### src/psnd_pkg.sv
`timescale 1ns / 1ps

package psnd_pkg;

	// Default sizing of the reference store and the coordinate datapath
	localparam int MAX_REF_POINTS_DEF = 1024;
	localparam int COORD_BITS_DEF     = 16;

	// Fixed field widths of the channels
	localparam int IN_COORD_W = 16;
	localparam int MIN_W      = 34;
	localparam int SUM_W      = 63;

	// Entries in the command queue between front and back
	localparam int QUEUE_DEPTH = 4;

	// Operation codes on the request channel
	typedef enum logic [1:0] {
		OP_LOAD  = 2'd0,
		OP_QUERY = 2'd1,
		OP_CLEAR = 2'd2,
		OP_NONE  = 2'd3
	} op_t;

	// Command kinds that the front hands to the back
	typedef enum logic [1:0] {
		CMD_LOAD  = 2'd0,
		CMD_QUERY = 2'd1,
		CMD_CLEAR = 2'd2
	} cmd_kind_t;

	typedef struct packed {
		cmd_kind_t                     kind;
		logic signed [IN_COORD_W-1:0]  x;
		logic signed [IN_COORD_W-1:0]  y;
		logic signed [IN_COORD_W-1:0]  z;
		logic                          last;
	} cmd_t;

endpackage

### src/psnd_queue.sv
`timescale 1ns / 1ps

module psnd_queue (
	input  logic              clk,
	input  logic              arst_n,
	input  logic              push_valid,
	input  psnd_pkg::cmd_t    push_data,
	output logic              push_ready,
	output logic              pop_valid,
	output psnd_pkg::cmd_t    pop_data,
	input  logic              pop_ready
);
	import psnd_pkg::*;

	localparam int QAW = (QUEUE_DEPTH > 1) ? $clog2(QUEUE_DEPTH) : 1;
	localparam int QCW = $clog2(QUEUE_DEPTH + 1);

	cmd_t           entry_q [QUEUE_DEPTH];
	logic [QAW-1:0] wr_ptr_q;
	logic [QAW-1:0] rd_ptr_q;
	logic [QCW-1:0] fill_q;
	logic           push_fire;
	logic           pop_fire;

	assign push_ready = (fill_q != QCW'(QUEUE_DEPTH));
	assign pop_valid  = (fill_q != '0);
	assign pop_data   = entry_q[rd_ptr_q];
	assign push_fire  = push_valid && push_ready;
	assign pop_fire   = pop_valid && pop_ready;

	// Store the pushed command
	always_ff @(posedge clk) begin
		if (push_fire) begin
			entry_q[wr_ptr_q] <= push_data;
		end
	end

	// Advance pointers and fill level
	always_ff @(posedge clk or negedge arst_n) begin
		if (!arst_n) begin
			wr_ptr_q <= '0;
			rd_ptr_q <= '0;
			fill_q   <= '0;
		end else begin
			if (push_fire) begin
				wr_ptr_q <= (wr_ptr_q == QAW'(QUEUE_DEPTH - 1)) ? '0 : wr_ptr_q + 1'b1;
			end
			if (pop_fire) begin
				rd_ptr_q <= (rd_ptr_q == QAW'(QUEUE_DEPTH - 1)) ? '0 : rd_ptr_q + 1'b1;
			end
			if (push_fire && !pop_fire) begin
				fill_q <= fill_q + 1'b1;
			end else if (pop_fire && !push_fire) begin
				fill_q <= fill_q - 1'b1;
			end
		end
	end

endmodule

### config.mk
export PLATFORM = sky130hd
export DESIGN_NAME = psnd_queue
export DESIGN_NICKNAME = d
export VERILOG_FILES = /design/src/psnd_pkg.sv /design/src/psnd_queue.sv
export SDC_FILE = /design/constraint.sdc
export NUM_CORES = 1
export LEC_CHECK = 0
export BUFFER_PORTS_ARGS = -buffer_cell sky130_fd_sc_hd__buf_4
export CAP_MARGIN = 0
export CORE_ASPECT_RATIO = 1.5
export CORE_MARGIN = 3
export CORE_UTILIZATION = 50
export CTS_CLUSTER_DIAMETER = 100
export DETAILED_ROUTE_END_ITERATION = 12
export GPL_TIMING_DRIVEN = 0
export PLACE_DENSITY = 0.77
export SYNTH_ARGS = -nofsm -noshare
export SYNTH_HDL_FRONTEND = slang
export SYNTH_SLANG_ARGS = --single-unit
### constraint.sdc
create_clock -name clk -period 4.8 [get_ports clk]
set_input_delay 0.96 -clock clk [delete_from_list [all_inputs] [get_ports clk]]
set_output_delay 0.96 -clock clk [all_outputs]
set_load 0.005 [all_outputs]
==> metrics, run 1 <==
synth cell count leaders edfxtp_1, mux4_2, dfrtp_1, ha_1, buf_4; share of post-route cells with drive strength above 1 0.4527; I/O Buffers 107; Final Hold Vio Count 0; Clk Latency, worst-skew pair 0.48 ns; post-synth top area cell edfxtp_1; number of global-route vias before repair 3726; CP startpoint rd_ptr_q[1]; Critical Path Start Type flip-flop; LEAKAGE ~3.2 nW; post-route ant nets 0; grt met2 use 0.2653; most common cell in the synthesized netlist edfxtp_1; Async SR Flop Fraction 0.03318; TritonCTS Sinks 211; Worst Setup Slack, final 1.689 ns; DR WL/cell 20.41 um; Global Route Usage Sum 0.1578; status complete, no violations; GR peak layer met2; Area contributors post-synth edfxtp_1, mux4_2, dfrtp_1; Slew @ Worst Pin slightly above 0.8 ns; num ports approximately 110; chip height 158.8 um; crit-path max FO 10; CTS tree done; top cell type's share of synthesized area 0.7868; dpl ws 2.131 ns; Clk pin slew, worst setup/hold paths 0.06 ns; cts bufs inserted 19; Tightest Hold Check Type in2async; H-tree depth 1; R2R Setup Slk 2.57 ns; final period utilization 0.6481; global-route wire length before repair about 21000 um; overall power 5.655 mW; Yosys warnings 0; Crit path required time 3.84 ns; Final Wtd Congestion around 0.71; Final #Nets slightly below 500; cell area after synthesis 7786 um^2; drt drc 0; # Max-Cap Violations 0; met3 Use GR 0.03009; WP data arrival 2.15 ns; P&R area growth vs syn 20.97%; Max VDD drop 0.4544 mV; Finish-stage setup viols 0; cells after synthesis ~300; Post-DP HPWL about 8000 um; Worst R2R Path Depth 8; largest net degree at the start of global routing 52; RSZ-0062 raised after global routing no; vias post-DR 3442; post-synthesis sequential area ratio 0.8093; Peak Freq around 320 MHz; hold_buf cts 0; Main synth FF type edfxtp_1; CP Capture Type output pin; worst rel slew slack 0.4591; row cnt 55; pwr/cell area around 600 nW/um^2; Root Driver clkbuf_16; Die ar. about 17000 um^2; # diodes 0; post-CTS sizing 0; average size of a mapped cell 25.70 um^2; Detailed Routing Iterations Pass 1 4; initial core utilization 0.5120; post-synthesis cell type count 19; Routed Wire Length about 13000 um; number of flops mapped to enable cells by yosys 204; Global Route met1 Usage 0.2049; #FFs+latches synth between 200 and 250; 1st-iter DRT viols 104; grt ovf 0; max-slew violations 0; initial antenna violation count 0; Max Buffers Root-to-Sink 3; chip width 107.9 um; setup TNS 0 ns; final worst path period need approximately 3.1 ns; Core Box Area between 15000 and 20000 um^2; drt via density 5.353; R2R Path Start fill_q[1]; Mapped Nets ~370; Setup CP Type reg2out; clk_skew 0.01133 ns; Setup Fix Bufs, Post-CTS 0; worst hold slack 0.2899 ns
-- path summary, 6_finish.rpt --
check / endpoint
setup / recovery: pop_data[6]
hold / removal: wr_ptr_q[1]
setup reg to reg: fill_q[2]
hold reg to reg: fill_q[2]
max in group asynchronous: rd_ptr_q[0]
min in group clk: fill_q[2]
-- sequential cells by signal (all words and copies together) (netlist names) --
register and flops:
rd_ptr_q 2, entry_q 204, wr_ptr_q 2, fill_q 3
-- critical path, stage by stage, from the launching register on --
cell,delay (ns)
dfrtp_1,0.34
buf_2,0.21
clkbuf_1,0.54
mux4_2,0.44
buf_4,0.16
-- cell families after synthesis --
group                      after synthesis  synth area share
DFF                                    211            0.8093
xor gates and xnor gates                 3          0.003375
muxes                                   56            0.1557
adders and majority gates                7           0.01221
buffers and inverters                   15           0.01012
and+or+nand+nor                         11          0.009320
-- stage by stage --
| stage | std cells | util | area (um^2) |
|---|---|---|---|
| final | 643 | 0.6193 | 9419 |
| after global routing | 643 | 0.6193 | 9419 |
| after CTS | 643 | 0.6183 | 9404 |
| after detailed placement | 609 | 0.5812 | 8838 |
| after global placement | 609 | 0.5812 | 8838 |
| after floorplan | 303 | - | 7786 |
-- cell usage in the layout (no fill, tap or decap), types with 2 or more instances in the layout --
master,netlist,layout
dfrtp_1,7,7
clkinv_1,0,8
buf_2,3,3
mux2_2,3,3
inv_1,3,3
mux4_2,51,51
mux2_4,2,2
clkbuf_1,4,7
edfxtp_1,204,204
clkbuf_16,0,19
ha_1,6,6
buf_4,5,112
clkinv_2,0,2
nor2_1,3,3
xor2_1,2,2
and3_4,0,4
-- layer usage --
| metal | routed length, um | vias to the layer above | part of all wire |
|---|---|---|---|
| met4 | 354 | 0 | 0.027 |
| met2 | 7096 | 89 | 0.54 |
| met1 | 4966 | 1785 | 0.38 |
| li1 | - | 1547 | - |
| met3 | 702 | 21 | 0.054 |
| met5 | 0 | - | 0 |
-- where the power goes --
part           total, mW  internal [mW]  switching, mW
sequential          2.53           2.44         0.0909
clock               1.38          0.780          0.602
combinational       1.74          0.945          0.797
-- layout make-up --
type,count,area [um^2]
Inverter,3,11.26
Timing Repair Buffer,107,803.3
Sequential cell,211,6301
Tap cell,199,249.0
Clock inverter,12,78.83
Fill cell,1066,5789
Buffer,12,67.56
Multi-Input combinational cell,77,1421
Clock buffer,22,486.7
Power figures use the tool's default switching activity.
==> inputs of run 2 (changes only) <==
--- a/config.mk
+++ b/config.mk
@@ -5,6 +5,7 @@
 export SDC_FILE = /design/constraint.sdc
 export NUM_CORES = 1
 export LEC_CHECK = 0
+export ABC_AREA = 1
 export BUFFER_PORTS_ARGS = -buffer_cell sky130_fd_sc_hd__buf_4
 export CAP_MARGIN = 0
 export CORE_ASPECT_RATIO = 1.5
@@ -13,7 +14,7 @@
 export CTS_CLUSTER_DIAMETER = 100
 export DETAILED_ROUTE_END_ITERATION = 12
 export GPL_TIMING_DRIVEN = 0
-export PLACE_DENSITY = 0.77
+export PLACE_DENSITY = 0.79
 export SYNTH_ARGS = -nofsm -noshare
 export SYNTH_HDL_FRONTEND = slang
 export SYNTH_SLANG_ARGS = --single-unit
==> constraint.sdc (replaced) <==
create_clock -name clk -period 2.8 [get_ports clk]
set_input_delay 0.56 -clock clk [delete_from_list [all_inputs] [get_ports clk]]
set_output_delay 0.56 -clock clk [all_outputs]
set_load 0.005 [all_outputs]
==> run 2 against run 1 <==
- clock power is 81% higher
- critical path depth is 2 higher
- total power is 99% higher
- sequential share of layout area down 7.5 points
- die area up 13%
- core utilization is 0.27 points higher
- global-route usage is 4.1 points higher
- worst hold slack worse by 0.016 ns
- non-clock buffer count grew 27
- clock skew shrank 0.0038 ns
- sequential power is 72% higher
- critical path type unchanged
- largest cell class unchanged
==> metrics, run 2 <==
status complete, no violations (unchanged); max-slew violations 0 (unchanged); post-synthesis sequential area ratio 0.7125 (was 0.8093); most common cell in the synthesized netlist edfxtp_1 (unchanged); cts bufs inserted 19 (unchanged); crit path cell chain buf_2 > inv_2 > buf_2 > o211ai_1 > nand2_1 > buf_4 (was buf_2 > clkbuf_1 > mux4_2 > buf_4); Slew @ Worst Pin 0.8856 ns (was 0.8114 ns); number of global-route vias before repair 5645 (was 3726); drt via density 5.274 (was 5.353); Finish-stage setup viols 0 (unchanged); placed cell count 975 (was 609); post-route ant nets 0 (unchanged); # diodes 0 (unchanged); slowest CP cell dfrtp_1 (was clkbuf_1); CTS tree done (unchanged); R2R Setup Slk 0.42 ns (was 2.57 ns); post-synthesis cell type count 18 (was 19); Clk Latency, worst-skew pair 0.48 ns (about the same); Fill cells 1263 (was 1066); chip width 114.6 um (was 107.9 um); largest net degree at the start of global routing 28 (was 52); RSZ-0062 raised after global routing no (unchanged); worst r2r dst entry_q[3][17] (was fill_q[2]); average size of a mapped cell 13.52 um^2 (was 25.70 um^2); DR WL/cell 19.06 um (was 20.41 um); TritonCTS Sinks 211 (unchanged); final period utilization 0.8819; H-tree depth 1 (unchanged); LEAKAGE 4.297 nW (was 3.243 nW); commonest non-fill, non-tap cells in the layout edfxtp_1, nand2_1, inv_1 (was edfxtp_1, buf_4, mux4_2); CP startpoint rd_ptr_q[1] (unchanged); initial core utilization 0.5186 (was 0.5120); 1st-iter DRT viols 319 (was 104); Sequential Area 6301 um^2 (unchanged); Main synth FF type edfxtp_1 (unchanged); WP data arrival 1.91 ns (was 2.15 ns); initial antenna violation count 0 (unchanged); Crit path required time 2.24 ns (was 3.84 ns); crit path to pop_data[37] (was pop_data[6]); cell area after synthesis 8843 um^2 (was 7786 um^2); P&R area growth vs syn 19.95% (was 20.97%); # Max-Cap Violations 0 (unchanged); placed inst area 10020 um^2 (was 8838 um^2); overall power 11.23 mW (was 5.655 mW); share of post-route cells with drive strength above 1 0.2845 (was 0.4527); Mapped Nets 716 (was 365); worst rel slew slack 0.4082 (was 0.4591); post-route insts no fill 1008 (was 643); Clk pin slew, worst setup/hold paths 0.07 ns (was 0.06 ns); chip height 168.9 um (was 158.8 um); row cnt 58 (was 55); footprint of the multi-input gates 1854 um^2 (was 1421 um^2); Peak Freq 405.0 MHz; clk_skew 0.007525 ns (was 0.01133 ns); Root Driver clkbuf_16 (unchanged); crit-path max cell delay 0.38 ns (was 0.54 ns); synth cell count leaders edfxtp_1, nand2_1, inv_1, o211ai_1, o211ai_2 (was edfxtp_1, mux4_2, dfrtp_1, ha_1, buf_4); pwr/cell area 1058 nW/um^2 (was 600.4 nW/um^2); crit-path max FO 10 (unchanged); cells after synthesis 654 (was 303); Die ar. 19350 um^2 (was 17140 um^2); num ports 108 (unchanged); CP most frequent cell buf_2; final instance area 10610 um^2 (was 9419 um^2); Largest register FFs 204 (unchanged); grt ovf 0 (unchanged); Core Box Area 17050 um^2 (was 15210 um^2); vias post-DR 5316 (was 3442); Post-DP HPWL 12120 um (was 7933 um); Async SR Flop Fraction 0.03318 (unchanged); Yosys warnings 0 (unchanged); most common library cell in the layout ignoring fill and taps edfxtp_1 (unchanged); biggest regs entry_q (204), fill_q (3) (unchanged); Final Wtd Congestion 0.7388 (was 0.7079); final worst path period need 2.469 ns; setup TNS 0 ns (unchanged); Final Hold Vio Count 0 (unchanged); Final #Nets 849 (was 493); Tightest Hold Check Type in2reg (was in2async); #FFs+latches synth 211 (unchanged); drt drc 0 (unchanged); Max Buffers Root-to-Sink 3 (unchanged); global-route wire length before repair 29960 um (was 20650 um); Routed Wire Length 19210 um (was 13120 um); number of flops mapped to enable cells by yosys 204 (unchanged); I/O Buffers 107 (unchanged); Setup CP Type reg2out (unchanged); Critical Path Start Type flip-flop (unchanged); Global Route Usage Sum 0.1984 (was 0.1578); post-synth top area cell edfxtp_1 (unchanged); Max VDD drop 0.7340 mV (was 0.4544 mV); CP Capture Type output pin (unchanged); Detailed Routing Iterations Pass 1 5 (was 4); register with the most flip-flops entry_q (unchanged); Area contributors post-synth edfxtp_1, o211ai_2, nand2_1 (was edfxtp_1, mux4_2, dfrtp_1); Util after Layout 0.6220 (was 0.6193); top cell type's share of synthesized area 0.6927 (was 0.7868); post-CTS sizing 0 (unchanged); Worst R2R Path Depth 5 (was 8); R2R Path Start fill_q[0] (was fill_q[1])
run 2: kinds of logic after synthesis:
family,after synthesis,share of synthesized area
xor+xnor,1,0.0009906
fa+ha+maj,7,0.01075
buf+inv,150,0.08121
compound gates,103,0.1160
flops,211,0.7125
simple gates,182,0.07852
run 2: how the worst min path moves through the flow:
stage,slack (ns),cells past startpoint,from,endpoint
after global routing,0.26,1,push_data[26],entry_q[3][26]
after detailed placement,0.38,1,arst_n,wr_ptr_q[1]
after CTS,0.26,1,push_data[29],entry_q[1][29]
final,0.27,1,push_data[29],entry_q[1][29]
after global placement,0.38,1,arst_n,fill_q[2]
after floorplan,0.26,0,arst_n,fill_q[0]
run 2: worst max-delay path: cells and delay by family (launching register included):
family                 cells  cell delay, ns
AOI/OAI and AO/OA          1            0.17
DFF                        1            0.38
buffers and inverters      4            0.77
and+or+nand+nor            1            0.11
run 2: layout make-up:
cell class / count / share of cell area
multi-input combinational: 293 / 0.1748
clock buffer: 26 / 0.04730
clock inverter: 6 / 0.007195
timing repair buffer: 112 / 0.08422
sequential: 211 / 0.5940
tap: 210 / 0.02477
inverter: 116 / 0.04105
buffer: 34 / 0.02666
run 2: what timing repair did:
| item | in CTS | in global routing |
|---|---|---|
| hold buffers | 1 | 0 |
| setup buffers | 0 | 0 |
| setup endpoints to repair | 0 | 0 |
| hold endpoints to repair | 7 | 0 |
run 2: power breakdown:
group / leakage, nW / internal (mW) / total, mW / switching (mW)
clock network: 0.279 / 1.44 / 2.50 / 1.07
registers: 1.95 / 4.15 / 4.35 / 0.195
logic: 2.06 / 1.84 / 4.38 / 2.54
total: 4.30 / 7.43 / 11.2 / 3.80
run 2: per-layer routing:
layer | GRT usage | share of wire | vias to the layer above | routed length [um]
met5 | 0 | 0 | - | 0
met4 | 0.06460 | 0.024 | 0 | 464
met3 | 0.03076 | 0.048 | 37 | 922
met2 | 0.3645 | 0.55 | 133 | 10480
met1 | 0.2342 | 0.38 | 2622 | 7349
li1 | - | - | 2524 | -
run 2: per-stage QoR:
step	hold slack (ns)	worst slack [ns]
finish	0.2741	0.3308
CTS	0.2592	0.3040
global placement	0.3777	-2.222
detailed placement	0.3772	0.3934
global route	0.2622	0.2194
floorplan	0.2644	-0.5774
==> inputs of run 3 (changes only) <==
--- a/config.mk
+++ b/config.mk
@@ -11,6 +11,7 @@
 export CORE_ASPECT_RATIO = 1.5
 export CORE_MARGIN = 3
 export CORE_UTILIZATION = 50
+export CTS_BUF_LIST = sky130_fd_sc_hd__clkbuf_2 sky130_fd_sc_hd__clkbuf_4 sky130_fd_sc_hd__clkbuf_8
 export CTS_CLUSTER_DIAMETER = 100
 export DETAILED_ROUTE_END_ITERATION = 12
 export GPL_TIMING_DRIVEN = 0
==> run 3 against run 2 <==
- clock skew rose by 0.012 ns
- worst setup slack got worse by 0.017 ns
- final area rose by 0.40%
- global-route usage fell by 0.38 points
- die area did not move
- critical endpoint is now pop_data[35]
- first-iteration DRC count fell by 3.4%
==> metrics, run 3 (synthesis results as in run 2) <==
clk_skew 0.01912 ns (was 0.007525 ns); chip width 114.6 um (unchanged); max-slew violations 0 (unchanged); commonest non-fill, non-tap cells in the layout edfxtp_1, nand2_1, inv_1 (unchanged); 1st-iter DRT viols 308 (was 319); RSZ-0062 raised after global routing no (unchanged); vias post-DR 5328 (was 5316); Final Hold Vio Count 0 (unchanged); post-CTS sizing 0 (unchanged); register with the most flip-flops entry_q (unchanged); Worst Setup Slack, final 0.3135 ns (was 0.3308 ns); Final Wtd Congestion 0.7388 (unchanged); final period utilization 0.8880 (was 0.8819); Setup CP Type reg2out (unchanged); Max Buffers Root-to-Sink 3 (unchanged); Clk Latency, worst-skew pair 0.54 ns (was 0.48 ns); WP data arrival 1.93 ns (was 1.91 ns); overall power 11.12 mW (was 11.23 mW); Die ar. 19350 um^2 (unchanged); LEAKAGE 4.354 nW (was 4.297 nW); Critical Path Start Type flip-flop (unchanged); cts bufs inserted 29 (was 19); H-tree depth 1 (unchanged); Worst R2R Path Depth 5 (unchanged); Max VDD drop 0.7674 mV (was 0.7340 mV); crit-path max FO 10 (unchanged); Slew @ Worst Pin 0.8945 ns (was 0.8856 ns); Clk pin slew, worst setup/hold paths 0.07 ns (about the same); P_sw 3.765 mW (was 3.802 mW); Core Box Area 17050 um^2 (unchanged); final worst path period need 2.487 ns (was 2.469 ns); post-route insts no fill 1029 (was 1008); setup TNS 0 ns (unchanged); Final #Nets 859 (was 849); Routed Wire Length 18740 um (was 19210 um); Crit path required time 2.24 ns (about the same); Logic pwr share 0.391 (was 0.390); switch share 0.3386 (about the same); status complete, no violations (unchanged); I/O Buffers 107 (unchanged); TritonCTS Sinks 211 (unchanged); initial core utilization 0.5186 (unchanged); Fill cells 1259 (was 1263); worst rel slew slack 0.4023 (was 0.4082); CTS tree done (unchanged); Peak Freq 402.2 MHz (was 405.0 MHz); num ports 108 (unchanged); Global Route Usage Sum 0.1946 (was 0.1984); worst hold path depth 1 (unchanged); Finish-stage setup viols 0 (unchanged); dpl ws 0.3934 ns (unchanged); CP Capture Type output pin (unchanged); initial antenna violation count 0 (unchanged); # Max-Cap Violations 0 (unchanged); most common library cell in the layout ignoring fill and taps edfxtp_1 (unchanged); sequential power share 0.391 (was 0.387); Largest register FFs 204 (unchanged); post-route ant nets 0 (unchanged); chip height 168.9 um (unchanged); placed cell count 975 (unchanged); largest net degree at the start of global routing 28 (unchanged); drt drc 0 (unchanged); number of global-route vias before repair 5704 (was 5645); row cnt 58 (unchanged); global-route wire length before repair 29490 um (was 29960 um); # diodes 0 (unchanged); biggest regs entry_q (204), fill_q (3) (unchanged); clock network power share 0.218 (was 0.223); grt ovf 0 (unchanged); Root Driver clkbuf_8 (was clkbuf_16); Post-DP HPWL 12120 um (unchanged); Tightest Hold Check Type in2reg (unchanged); Internal 7.353 mW (was 7.425 mW); Detailed Routing Iterations Pass 1 5 (unchanged); share of post-route cells with drive strength above 1 0.3150 (was 0.2845); pwr/cell area 1044 nW/um^2 (was 1058 nW/um^2); drt via density 5.178 (was 5.274); P&R area growth vs syn 20.43% (was 19.95%); DR WL/cell 18.21 um (was 19.06 um)
==> run 3: final cells by class <==
class	count	area [um^2]	area share
clock inverter	1	5.005	0.0004699
sequential	211	6301	0.5916
tap	210	262.8	0.02467
inverter	116	435.4	0.04088
clock buffer	52	615.6	0.05780
buffer	34	282.8	0.02655
multi-input combinational	293	1854	0.1741
timing repair buffer	112	893.4	0.08388
==> run 3: critical path: stages (launching register included) <==
cell and delay [ns]:
dfrtp_1 0.38, buf_2 0.19, inv_2 0.15, buf_2 0.31, o211ai_1 0.15, nand2_1 0.10, buf_4 0.11
==> run 3: timing repair <==
item	CTS	global route
setup buffers	0	0
endpoints found under the setup margin	0	0
endpoints found under the hold margin	7	0
hold buffers	1	0
==> run 3: layer usage <==
metal  vias up  wire length (um)  global-route usage
met4         0               482             0.07235
met5         -                 0                   0
met3        44              1064             0.02861
met2       159             10230              0.3518
li1       2553                 -                   -
met1      2572              6966              0.2320
==> run 3: stage by stage <==
| stage | utilization | hold WS [ns] | area (um^2) |
|---|---|---|---|
| floorplan | - | 0.2644 | 8843 |
| global placement | 0.5811 | 0.3777 | 9910 |
| detailed placement | 0.5875 | 0.3772 | 10020 |
| CTS | 0.6245 | 0.1921 | 10650 |
| global route | 0.6245 | 0.2007 | 10650 |
| finish | 0.6245 | 0.2200 | 10650 |
==> run 3: final timing paths <==
path,startpoint,slack (ns),end
min in group asynchronous,arst_n,0.40,rd_ptr_q[0]
min reg2reg,fill_q[2],0.54,fill_q[2]
max reg2reg,fill_q[0],0.42,entry_q[3][29]
min,push_data[36],0.22,entry_q[0][36]
max in group asynchronous,arst_n,2.26,fill_q[2]
max,rd_ptr_q[1],0.31,pop_data[35]
==> run 3: power by group through the flow <==
stage                     clock (mW)  combinational [mW]  sequential, mW
after global routing            2.60                4.77            4.39
after global placement             0                4.20            4.46
after CTS                       2.46                4.44            4.35
final                           2.42                4.35            4.34
after detailed placement           0                4.42            4.41
after floorplan                    0                2.48            4.40
